--- src/sv/point_rotation_about_pivot_assert.svh ---
// Assertion macros shared by the rotation block.
`ifndef POINT_ROTATION_ABOUT_PIVOT_ASSERT_SVH
`define POINT_ROTATION_ABOUT_PIVOT_ASSERT_SVH
`ifndef SYNTHESIS
// same-cycle implication
`define PRAP_ASSERT_IMP(lbl, clk, rst, ante, cons) \
  lbl: assert property (@(posedge clk) disable iff (rst) (ante) |-> (cons)) \
    else $error("prap: assertion failed");
// next-cycle implication
`define PRAP_ASSERT_NXT(lbl, clk, rst, ante, cons) \
  lbl: assert property (@(posedge clk) disable iff (rst) (ante) |=> (cons)) \
    else $error("prap: assertion failed");
`else
`define PRAP_ASSERT_IMP(lbl, clk, rst, ante, cons)
`define PRAP_ASSERT_NXT(lbl, clk, rst, ante, cons)
`endif
`endif

--- src/sv/prap_pkg.sv ---
`timescale 1ns / 1ps
package prap_pkg;

  localparam int COORD_W = 32;
  localparam int ANGLE_W = 16;
  localparam int TRIG_W  = 18;

  typedef enum logic [1:0] {
    MODE_PLANAR = 2'd0,
    MODE_X      = 2'd1,
    MODE_Y      = 2'd2,
    MODE_Z      = 2'd3
  } mode_t;

  localparam logic [2:0] REG_MODE    = 3'd0;
  localparam logic [2:0] REG_ANGLE   = 3'd1;
  localparam logic [2:0] REG_PIVOT_X = 3'd2;
  localparam logic [2:0] REG_PIVOT_Y = 3'd3;
  localparam logic [2:0] REG_PIVOT_Z = 3'd4;

  // pi in 60-bit fixed point and its split for the angle scaling
  localparam logic [63:0] PI_FIX     = 64'h3243F6A8885A308D;
  localparam logic [63:0] PI_HI      = PI_FIX >> 15;
  localparam logic [14:0] PI_LO      = PI_FIX[14:0];
  localparam logic [63:0] FIX_ONE    = 64'h1000000000000000;
  localparam logic [63:0] ROUND_HALF = 64'h0000080000000000;
  localparam logic [3:0]  TERM_LAST  = 4'd13;

  typedef struct packed {
    mode_t                      mode;
    logic [ANGLE_W-1:0]         angle;
    logic signed [COORD_W-1:0]  pivot_x;
    logic signed [COORD_W-1:0]  pivot_y;
    logic signed [COORD_W-1:0]  pivot_z;
  } cfg_t;

  typedef struct packed {
    logic signed [TRIG_W-1:0] cos_v;
    logic signed [TRIG_W-1:0] sin_v;
  } trig_t;

endpackage

--- src/sv/prap_trig.sv ---
`timescale 1ns / 1ps
`include "point_rotation_about_pivot_assert.svh"
module prap_trig (
  input  logic               clk,
  input  logic               rst,
  input  logic               restart,
  input  prap_pkg::cfg_t     cfg,
  output prap_pkg::trig_t    trig,
  output logic               busy
);

  typedef enum logic [8:0] {
    T_LOAD  = 9'b000000001,
    T_XMUL  = 9'b000000010,
    T_X2MUL = 9'b000000100,
    T_TSMUL = 9'b000001000,
    T_TSDIV = 9'b000010000,
    T_TCMUL = 9'b000100000,
    T_TCDIV = 9'b001000000,
    T_ROUND = 9'b010000000,
    T_IDLE  = 9'b100000000
  } state_t;

  state_t state;

  logic [1:0]   quad;
  logic [13:0]  r;
  logic [63:0]  opa, opb, x2, ts, tc, ss, sc;
  logic [3:0]   k;
  logic [127:0] acc;
  logic [1:0]   mcnt;
  logic [63:0]  dq;
  logic [9:0]   rem;
  logic [5:0]   dcnt;
  logic [9:0]   divisor;

  // shared 32x32 multiplier, four partial products per 64x64 product
  logic [63:0]  pp;
  logic [127:0] pp_ext;
  logic [6:0]   shamt;
  logic [127:0] mul_sum;
  logic [63:0]  prod_hi;
  logic         mul_done;

  assign pp = 64'(mcnt[1] ? opa[63:32] : opa[31:0]) * 64'(mcnt[0] ? opb[63:32] : opb[31:0]);
  assign pp_ext = {64'd0, pp};
  assign shamt = {mcnt[1] & mcnt[0], mcnt[1] ^ mcnt[0], 5'd0};
  assign mul_sum = acc + (pp_ext << shamt);
  assign prod_hi = mul_sum[123:60];
  assign mul_done = (mcnt == 2'd3);

  // restoring divider, one quotient bit per cycle
  logic [10:0] dt, dsub;
  logic        dge;
  logic [9:0]  rem_next;
  logic [63:0] dq_next;
  logic        div_done;

  assign dt = {rem, dq[63]};
  assign dsub = dt - {1'b0, divisor};
  assign dge = (dt >= {1'b0, divisor});
  assign rem_next = dge ? dsub[9:0] : dt[9:0];
  assign dq_next = {dq[62:0], dge};
  assign div_done = (dcnt == 6'd63);

  // series divisors (2k)(2k+1) for sine, (2k-1)(2k) for cosine
  logic [4:0] k2;
  logic [9:0] div_s, div_c;
  assign k2 = {k, 1'b0};
  assign div_s = 10'(k2) * (10'(k2) + 10'd1);
  assign div_c = (10'(k2) - 10'd1) * 10'(k2);

  // angle remainder scaled to radians
  logic [28:0] rp;
  logic [63:0] x_val;
  assign rp = 29'(r) * 29'(prap_pkg::PI_LO);
  assign x_val = mul_sum[63:0] + 64'(rp[28:15]);

  // round to Q2.16, negative sums clamp to zero
  logic [63:0] sc_r, ss_r;
  logic signed [prap_pkg::TRIG_W-1:0] c_q, s_q;
  assign sc_r = sc + prap_pkg::ROUND_HALF;
  assign ss_r = ss + prap_pkg::ROUND_HALF;
  assign c_q = sc[63] ? '0 : $signed(sc_r[61:44]);
  assign s_q = ss[63] ? '0 : $signed(ss_r[61:44]);

  always_ff @(posedge clk) begin
    if (rst || restart) begin
      state <= T_LOAD;
    end else begin
      unique case (state)
        T_LOAD: begin
          quad  <= cfg.angle[15:14];
          r     <= cfg.angle[13:0];
          opa   <= 64'(cfg.angle[13:0]);
          opb   <= prap_pkg::PI_HI;
          acc   <= '0;
          mcnt  <= '0;
          state <= T_XMUL;
        end
        T_XMUL: begin
          acc  <= mul_sum;
          mcnt <= mcnt + 2'd1;
          if (mul_done) begin
            opa   <= x_val;
            opb   <= x_val;
            acc   <= '0;
            state <= T_X2MUL;
          end
        end
        T_X2MUL: begin
          acc  <= mul_sum;
          mcnt <= mcnt + 2'd1;
          if (mul_done) begin
            x2    <= prod_hi;
            opb   <= prod_hi;
            ts    <= opa;
            ss    <= opa;
            tc    <= prap_pkg::FIX_ONE;
            sc    <= prap_pkg::FIX_ONE;
            k     <= 4'd1;
            acc   <= '0;
            state <= T_TSMUL;
          end
        end
        T_TSMUL: begin
          acc  <= mul_sum;
          mcnt <= mcnt + 2'd1;
          if (mul_done) begin
            dq      <= prod_hi;
            rem     <= '0;
            dcnt    <= '0;
            divisor <= div_s;
            state   <= T_TSDIV;
          end
        end
        T_TSDIV: begin
          dq   <= dq_next;
          rem  <= rem_next;
          dcnt <= dcnt + 6'd1;
          if (div_done) begin
            ts    <= dq_next;
            ss    <= k[0] ? ss - dq_next : ss + dq_next;
            opa   <= tc;
            opb   <= x2;
            acc   <= '0;
            state <= T_TCMUL;
          end
        end
        T_TCMUL: begin
          acc  <= mul_sum;
          mcnt <= mcnt + 2'd1;
          if (mul_done) begin
            dq      <= prod_hi;
            rem     <= '0;
            dcnt    <= '0;
            divisor <= div_c;
            state   <= T_TCDIV;
          end
        end
        T_TCDIV: begin
          dq   <= dq_next;
          rem  <= rem_next;
          dcnt <= dcnt + 6'd1;
          if (div_done) begin
            tc <= dq_next;
            sc <= k[0] ? sc - dq_next : sc + dq_next;
            if (k == prap_pkg::TERM_LAST) begin
              state <= T_ROUND;
            end else begin
              k     <= k + 4'd1;
              opa   <= ts;
              opb   <= x2;
              acc   <= '0;
              state <= T_TSMUL;
            end
          end
        end
        T_ROUND: begin
          // quadrant folding: swap and negate
          unique case (quad)
            2'd0: begin trig.cos_v <= c_q;  trig.sin_v <= s_q;  end
            2'd1: begin trig.cos_v <= -s_q; trig.sin_v <= c_q;  end
            2'd2: begin trig.cos_v <= -c_q; trig.sin_v <= -s_q; end
            default: begin trig.cos_v <= s_q; trig.sin_v <= -c_q; end
          endcase
          state <= T_IDLE;
        end
        T_IDLE: begin
          state <= T_IDLE;
        end
        default: begin
          state <= T_LOAD;
        end
      endcase
    end
  end

  assign busy = (state != T_IDLE);

  `PRAP_ASSERT_NXT(a_restart_busy, clk, rst, restart, busy)
  `PRAP_ASSERT_IMP(a_trig_range, clk, rst, !busy, (trig.cos_v <= 18'sd65536) && (trig.cos_v >= -18'sd65536) && (trig.sin_v <= 18'sd65536) && (trig.sin_v >= -18'sd65536))
  `PRAP_ASSERT_IMP(a_term_range, clk, rst, (state == T_TSMUL) || (state == T_TSDIV) || (state == T_TCMUL) || (state == T_TCDIV), (k >= 4'd1) && (k <= prap_pkg::TERM_LAST))

endmodule

--- config.mk ---
export PLATFORM = sky130hd
export DESIGN_NAME = prap_trig
export DESIGN_NICKNAME = d
export VERILOG_FILES = /design/src/sv/prap_pkg.sv /design/src/sv/prap_trig.sv
export VERILOG_INCLUDE_DIRS = /design/src /design/src/sv
export SDC_FILE = /design/constraint.sdc
export NUM_CORES = 2
export LEC_CHECK = 0
export CELL_PAD_IN_SITES_DETAIL_PLACEMENT = 1
export CELL_PAD_IN_SITES_GLOBAL_PLACEMENT = 1
export CORE_ASPECT_RATIO = 1.25
export CORE_UTILIZATION = 56
export DETAILED_ROUTE_END_ITERATION = 7
export DONT_BUFFER_PORTS = 1
export PLACE_DENSITY_LB_ADDON = 0.1
export SYNTH_ARGS = -nofsm -noshare
export SYNTH_HDL_FRONTEND = slang
export SYNTH_SLANG_ARGS = --single-unit
--- constraint.sdc ---
create_clock -name clk -period 21.7 [get_ports clk]
set_input_delay 2.17 -clock clk [delete_from_list [all_inputs] [get_ports clk]]
set_output_delay 2.17 -clock clk [all_outputs]
set_load 0.05 [all_outputs]
* Word level (Yosys, flattened, before mapping) *
Index checks and enable logic that the tools add are counted.

word-level totals
  logic and storage cells = 148
  register bits after elaboration = 733
  input bits = 117
  output and inout port bits = 37

cells by class
  $lt $le $gt $ge = 1
  mux-type cells = 53
  equality and inequality tests = 23
  $mul = 4
  bitwise gates (word level) = 3
  add/subtract/negate cells = 16
  reductions and logical operators = 28
  shifts and indexed selects = 1

operator list
  operator                                              count
  two-way mux 64 bit                                    15
  case mux 128 bit (5 select lines)                     1
  case mux 64 bit (2 select lines)                      5
  two-way mux 128 bit                                   4
  case mux 64 bit (5 select lines)                      1
  case mux 64 bit (4 select lines)                      1
  adder 128 bit                                         1
  adder 64 bit                                          2
  << shifter 64 x 7 -> 128 bit                          1
  subtractor 64 bit                                     2
  adder 62 x 44 -> 62 bit (second input constant)       2
  case mux 36 bit (3 select lines)                      1
  case mux 9 bit (8 select lines)                       1
  adder 64 x 13 -> 64 bit                               1
  multiplier 32 x 32 -> 64 bit                          1
  two-way mux 32 bit                                    2
  two-way mux 9 bit                                     6
  two-way mux 10 bit                                    4
  case mux 10 bit (2 select lines)                      2
  two-way mux 18 bit                                    2
  negation 18 bit                                       2
  multiplier 14 x 14 -> 28 bit (second input constant)  1
  inequality test 2 bit (second input constant)         7
  two-way mux 4 bit                                     3
  45 further kinds                                      61

* Longest topological paths before layout *
  word-level depth = 7
  depth in mapped cells = 50
  mapped depth without buffers = 45

* Least setup slack after synthesis *
Ideal clock, no wire load.

  path type = register -> register
  start point = reg mcnt[1]
  end point = reg opb[62] (data pin)
  arrival time = 11.726 ns
  required time = 21.439 ns
  path buffers = 4
  setup slack = 9.713 ns
  setup time = 0.261 ns
  stages on the path, launching flop included = 45
  cell sequence = edfxtp_1 clkbuf_1 clkbuf_1 mux2i_1 clkbuf_1 nor2_1 fa_1 fa_1 inv_1 fa_1 fa_1 inv_1 fa_1 fa_1 fa_1 fa_1 ha_1 clkbuf_1 [... 9 more ...] xnor2_1 mux2_2 nor2_1 ha_1 a21oi_1 o21ai_1 a211oi_1 nand2_1 a2111oi_0 a21oi_1 a221o_1 o21ai_1 o21ai_1 a21oi_1 o21ai_1 xnor2_1 inv_1 a221o_1

on the way
  elaborated cells between the ends (all ways) = 10
  classes of those cells = 2 x add/sub; 1 x mul; 1 x shift; 4 x mux; 2 x bitwise

RTL lines
  element                             RTL line          RTL
  start, declared                     prap_trig.sv:31   logic [1:0] mcnt;
  start signal, assigned              prap_trig.sv:103  mcnt <= mcnt + 2'd1;
  start signal, assigned              prap_trig.sv:113  mcnt <= mcnt + 2'd1;
  start signal, assigned              prap_trig.sv:128  mcnt <= mcnt + 2'd1;
  two-way mux 32 bit                  prap_trig.sv:45   assign pp = 64'(mcnt[1] ? opa[63:32] : opa[31:0]) * 64'(mcnt[0] ? opb[63:32] : opb[31:0]);
  multiplier 32 x 32 -> 64 bit        prap_trig.sv:45
  << shifter 64 x 7 -> 128 bit *      prap_trig.sv:48   assign mul_sum = acc + (pp_ext << shamt);
  adder 128 bit *                     prap_trig.sv:48
  via mul_sum[122]                    prap_trig.sv:41   logic [127:0] mul_sum;
  two-way mux 64 bit *                prap_trig.sv:114  if (mul_done) begin
  case mux 64 bit (5 select lines) *  prap_trig.sv:91   unique case (state)
  end signal, assigned                prap_trig.sv:96   opb <= prap_pkg::PI_HI;
  end signal, assigned                prap_trig.sv:106  opb <= x_val;
  end signal, assigned                prap_trig.sv:116  opb <= prod_hi;
  end, declared                       prap_trig.sv:28   logic [63:0] opa, opb, x2, ts, tc, ss, sc;

Mark *: on every way through the listed nets, which the timed path passes. The rest lies on a longest branch. The select of a mux whose other input is x is not followed.
A chain may end at the register's enable or synchronous reset.

* Worst setup path in the final report *
  start point = reg mcnt[1]
  end point = reg opb[34] (data pin)

on the way
  word-level cells in the longest chain between the ends = 7
  elaborated cells between the ends (all ways) = 10
  classes of those cells = 2 x add/sub; 1 x mul; 1 x shift; 4 x mux; 2 x bitwise

RTL lines
  element                             RTL line          RTL
  two-way mux 32 bit                  prap_trig.sv:45
  multiplier 32 x 32 -> 64 bit        prap_trig.sv:45
  << shifter 64 x 7 -> 128 bit *      prap_trig.sv:48
  adder 128 bit *                     prap_trig.sv:48
  adder 64 x 13 -> 64 bit             prap_trig.sv:77   assign x_val = mul_sum[63:0] + 64'(rp[28:15]);
  two-way mux 64 bit                  prap_trig.sv:104  if (mul_done) begin
  case mux 64 bit (5 select lines) *  prap_trig.sv:91

Mark *: on every way between the ends. The rest lies on a longest branch, timed or not. The select of a mux whose other input is x is not followed.

==> impl_metrics.py <==
metrics = {
    "global_routing": {
        "grt_max_degree": 129,
        "groute.usage.overall_pct": 44.15,
        "use_met3_pct": 7.393,
        "grt_util_met1_pct": 48.76,
        "use_met2_pct": 72.97,
        "top_usage_layer": "met2",
        "grt_pass1_vias": 80090,
        "antenna_found_initial": 16,
        "grt_pass1_wl_um": 508100,
        "overflow": 0,
    },
    "synth": {
        "synth_cell_type_count": 121,
        "synth_edf_count": 719,
        "synthesis.nets": 11230,
        "yosys_warnings": 0,
        "post-synth-top-count-cell": "nor2_1",
        "netlist_area_mm2": 0.08665,
        "ys_seq_area_share_pct": 25.12,
        "synthTopCellsByArea": "edfxtp_1, fa_1, ha_1, nor2_1, inv_1",
        "synth_cells": 9504,
        "synth_top_cells_by_count": "nor2_1, inv_1, nand2_1",
        "ys_seq_elements": 728,
        "avgSynthCellArea_um2": 9.118,
        "async_flop_share_pct": 0,
        "ys_dominant_reg_cell": "edfxtp_1",
        "synth_top_area_share_pct": 24.92,
        "synth_top_cell_by_area": "edfxtp_1",
    },
    "route": {
        "wl_per_cell_um": 30.52,
        "vias_per_cell": 6.506,
        "drc_errors": 0,
        "routed_wl_um": 346200,
        "first_pass_iters": 5,
        "ant_nets": 0,
        "vias": 73790,
        "drtIter0Drc": 6534,
    },
    "sta": {
        "finalCritPeriodShare_pct": 74.97,
        "slew_headroom_pct": 7.785,
        "period_minus_slack_ns": 16.27,
        "hold_viol_final": 0,
        "fmax_ghz": 0.06146,
        "worst_pin_slew_ns": 1.356,
        "finalClockSkew_ns": 0.05435,
        "grt_setup_unrepaired": "no",
        "drv_slew": 0,
        "finalSetupTns_ns": 0,
        "setup_viol": 0,
    },
    "die": {
        "initial_core_util_pct": 56.30,
        "die_x_um": 353.8,
        "ios": 154,
        "row_count": 161,
        "die_h_um": 441.8,
        "fp.dieArea_mm2": 0.1563,
        "core_area_mm2": 0.1539,
    },
    "worst_setup_path": {
        "reg2regPathDepth": 38,
        "cp_max_fo": 42,
        "r2r_end": "opb[34]$_DFFE_PP_",
        "rr_startpoint": "mcnt[1]$_SDFFCE_PN0P_",
        "cp.buffers_inverters": 4,
        "max_stage_delay_ns": 0.88,
        "endpoint_kind": "flip-flop",
        "worstPathRequired_ns": 22.03,
        "ff2ff_setup_slack_ns": 5.43,
        "cpLargestDelayFamily": "compound AO/OA/AOI/OAI gates",
        "worstPathArrival_ns": 16.60,
        "crit_type": "reg2reg",
        "critPathLaunchType": "flip-flop",
        "slowest_stage": "mux2i_4",
        "crit_top_cell": "fa_1",
    },
    "place": {
        "dp_hpwl_um": 278900,
        "place_inst": 11200,
        "port_buffers": 0,
        "place.gp.congestion": 1.051,
        "place_area_mm2": 0.08878,
    },
    "cells_and_area": {
        "drive_gt1_share_pct": 5.410,
        "utilization_pct": 59.22,
        "area_delta_synth_final_pct": 5.188,
        "final_cells": 11340,
        "finalNetCount": 10970,
        "fin_area_mm2": 0.09115,
    },
    "cts": {
        "clock-sinks": 728,
        "ctsResizeCount": 0,
        "cts_tree": "done",
        "clk_pin_slew_ns": 0.07,
        "clock_tree.buffer_depth": 3,
        "cts_inserted_buffers": 74,
        "cts_setup_buffers": 0,
        "worst_skew_pair.late_latency_ns": 0.72,
        "hold_buffers": 0,
        "cts_max_level": 3,
        "cts_root_buffer": "clkbuf_16",
    },
    "worst_hold_path": {
        "hold-path-cell-count": 2,
        "hold_start": "x2[61]$_DFFE_PP_",
        "hold_class": "reg2reg",
        "min_to": "opb[61]$_DFFE_PP_",
    },
    "flow_run": {
        "cap_violations": 0,
    },
    "run_status": {
        "run_status": "complete, no violations",
    },
}
-- how the worst max path moves through the flow --
stage / start / slack [ns] / to / depth (start not counted)
CTS: mcnt[1]$_SDFFCE_PN0P_ / 6.07 / dq[42]$_DFFE_PP_ / 40
detailed placement: mcnt[1]$_SDFFCE_PN0P_ / 6.13 / dq[42]$_DFFE_PP_ / 40
global placement: mcnt[1]$_SDFFCE_PN0P_ / 6.40 / dq[42]$_DFFE_PP_ / 40
floorplan: mcnt[1]$_SDFFCE_PN0P_ / 9.71 / opb[62]$_DFFE_PP_ / 44
global route: mcnt[1]$_SDFFCE_PN0P_ / 5.21 / dq[42]$_DFFE_PP_ / 40
finish: mcnt[1]$_SDFFCE_PN0P_ / 5.43 / opb[34]$_DFFE_PP_ / 38
-- cell type report --
class                      count  area [um^2]
antenna                        8        20.02
clock buffer                  89         1929
clock inverter                45        420.4
fill                       17560        62750
inverter                    1144         4294
multi-input combinational   7161        59150
sequential                   728        21770
tap                         2037         2549
timing repair buffer         130         1013
-- cell usage in the layout (no fill, tap or decap), types with 23 or more instances in the layout --
master	count
fa_1	943
a21o_1	176
a31oi_1	58
mux2i_2	42
o211ai_1	40
xor2_1	174
nand4_1	113
a221o_1	55
a22oi_1	29
and2_1	122
clkbuf_16	75
xnor2_1	294
mux2_2	72
o31ai_1	23
mux2i_1	30
o21ai_1	34
nand2_1	1080
nor2b_1	69
nor3_1	105
nor2_1	1200
inv_1	1144
buf_4	127
edfxtp_1	719
o21ai_0	405
o22ai_1	34
ha_1	667
o21a_1	50
or3_1	38
o21bai_1	85
nand3_1	127
nand2b_1	62
a21oi_1	538
and3_1	54
o221ai_1	28
a211oi_1	44
-- per-stage QoR --
stage	worst slack [ns]	hold slack [ns]
3_5_place_dp	6.131	0.5123
5_1_grt	5.205	0.5564
2_1_floorplan	9.713	0.4778
3_3_place_gp	6.402	0.4955
4_1_cts	6.070	0.5332
6_report	5.431	0.5299
-- tightest hold or removal path, cell delays in order, from the launching register on --
cell      delay [ns]
edfxtp_1        0.32
nand2_1         0.05
o221ai_1        0.06
-- state kept, by name (all words and copies together), names as in the netlist, 14 cells and up --
signal and flops:
r 14, ts 64, ss 64, trig 36
tc 64, dq 64, opb 64, x2 64
sc 64, acc 124, opa 64
-- cells by family (layout without fill, tap and decap cells) --
group,count (synthesis),in the layout,share of synthesized area [%]
AND/OR/NAND/NOR,3125,3125,16.07
AO/OA/AOI/OAI,1780,1780,13.12
buffers and inverters,1615,1408,7.077
adder cells (fa/ha/maj),1611,1611,31.43
flip-flops,728,728,25.12
XOR/XNOR,471,471,4.778
multiplexers,173,173,2.406
other,1,9,0.004328
-- routing by layer --
metal  part of all wire, %  vias up
met5                0.0075        -
met4                    11        4
met3                   7.6     1285
met2                    48     3426
met1                    34    37680
li1                      -    31390
Power is left out: the tool's default activity adds up to more than one toggle a clock period on the data nets, which glitch-free logic cannot reach.
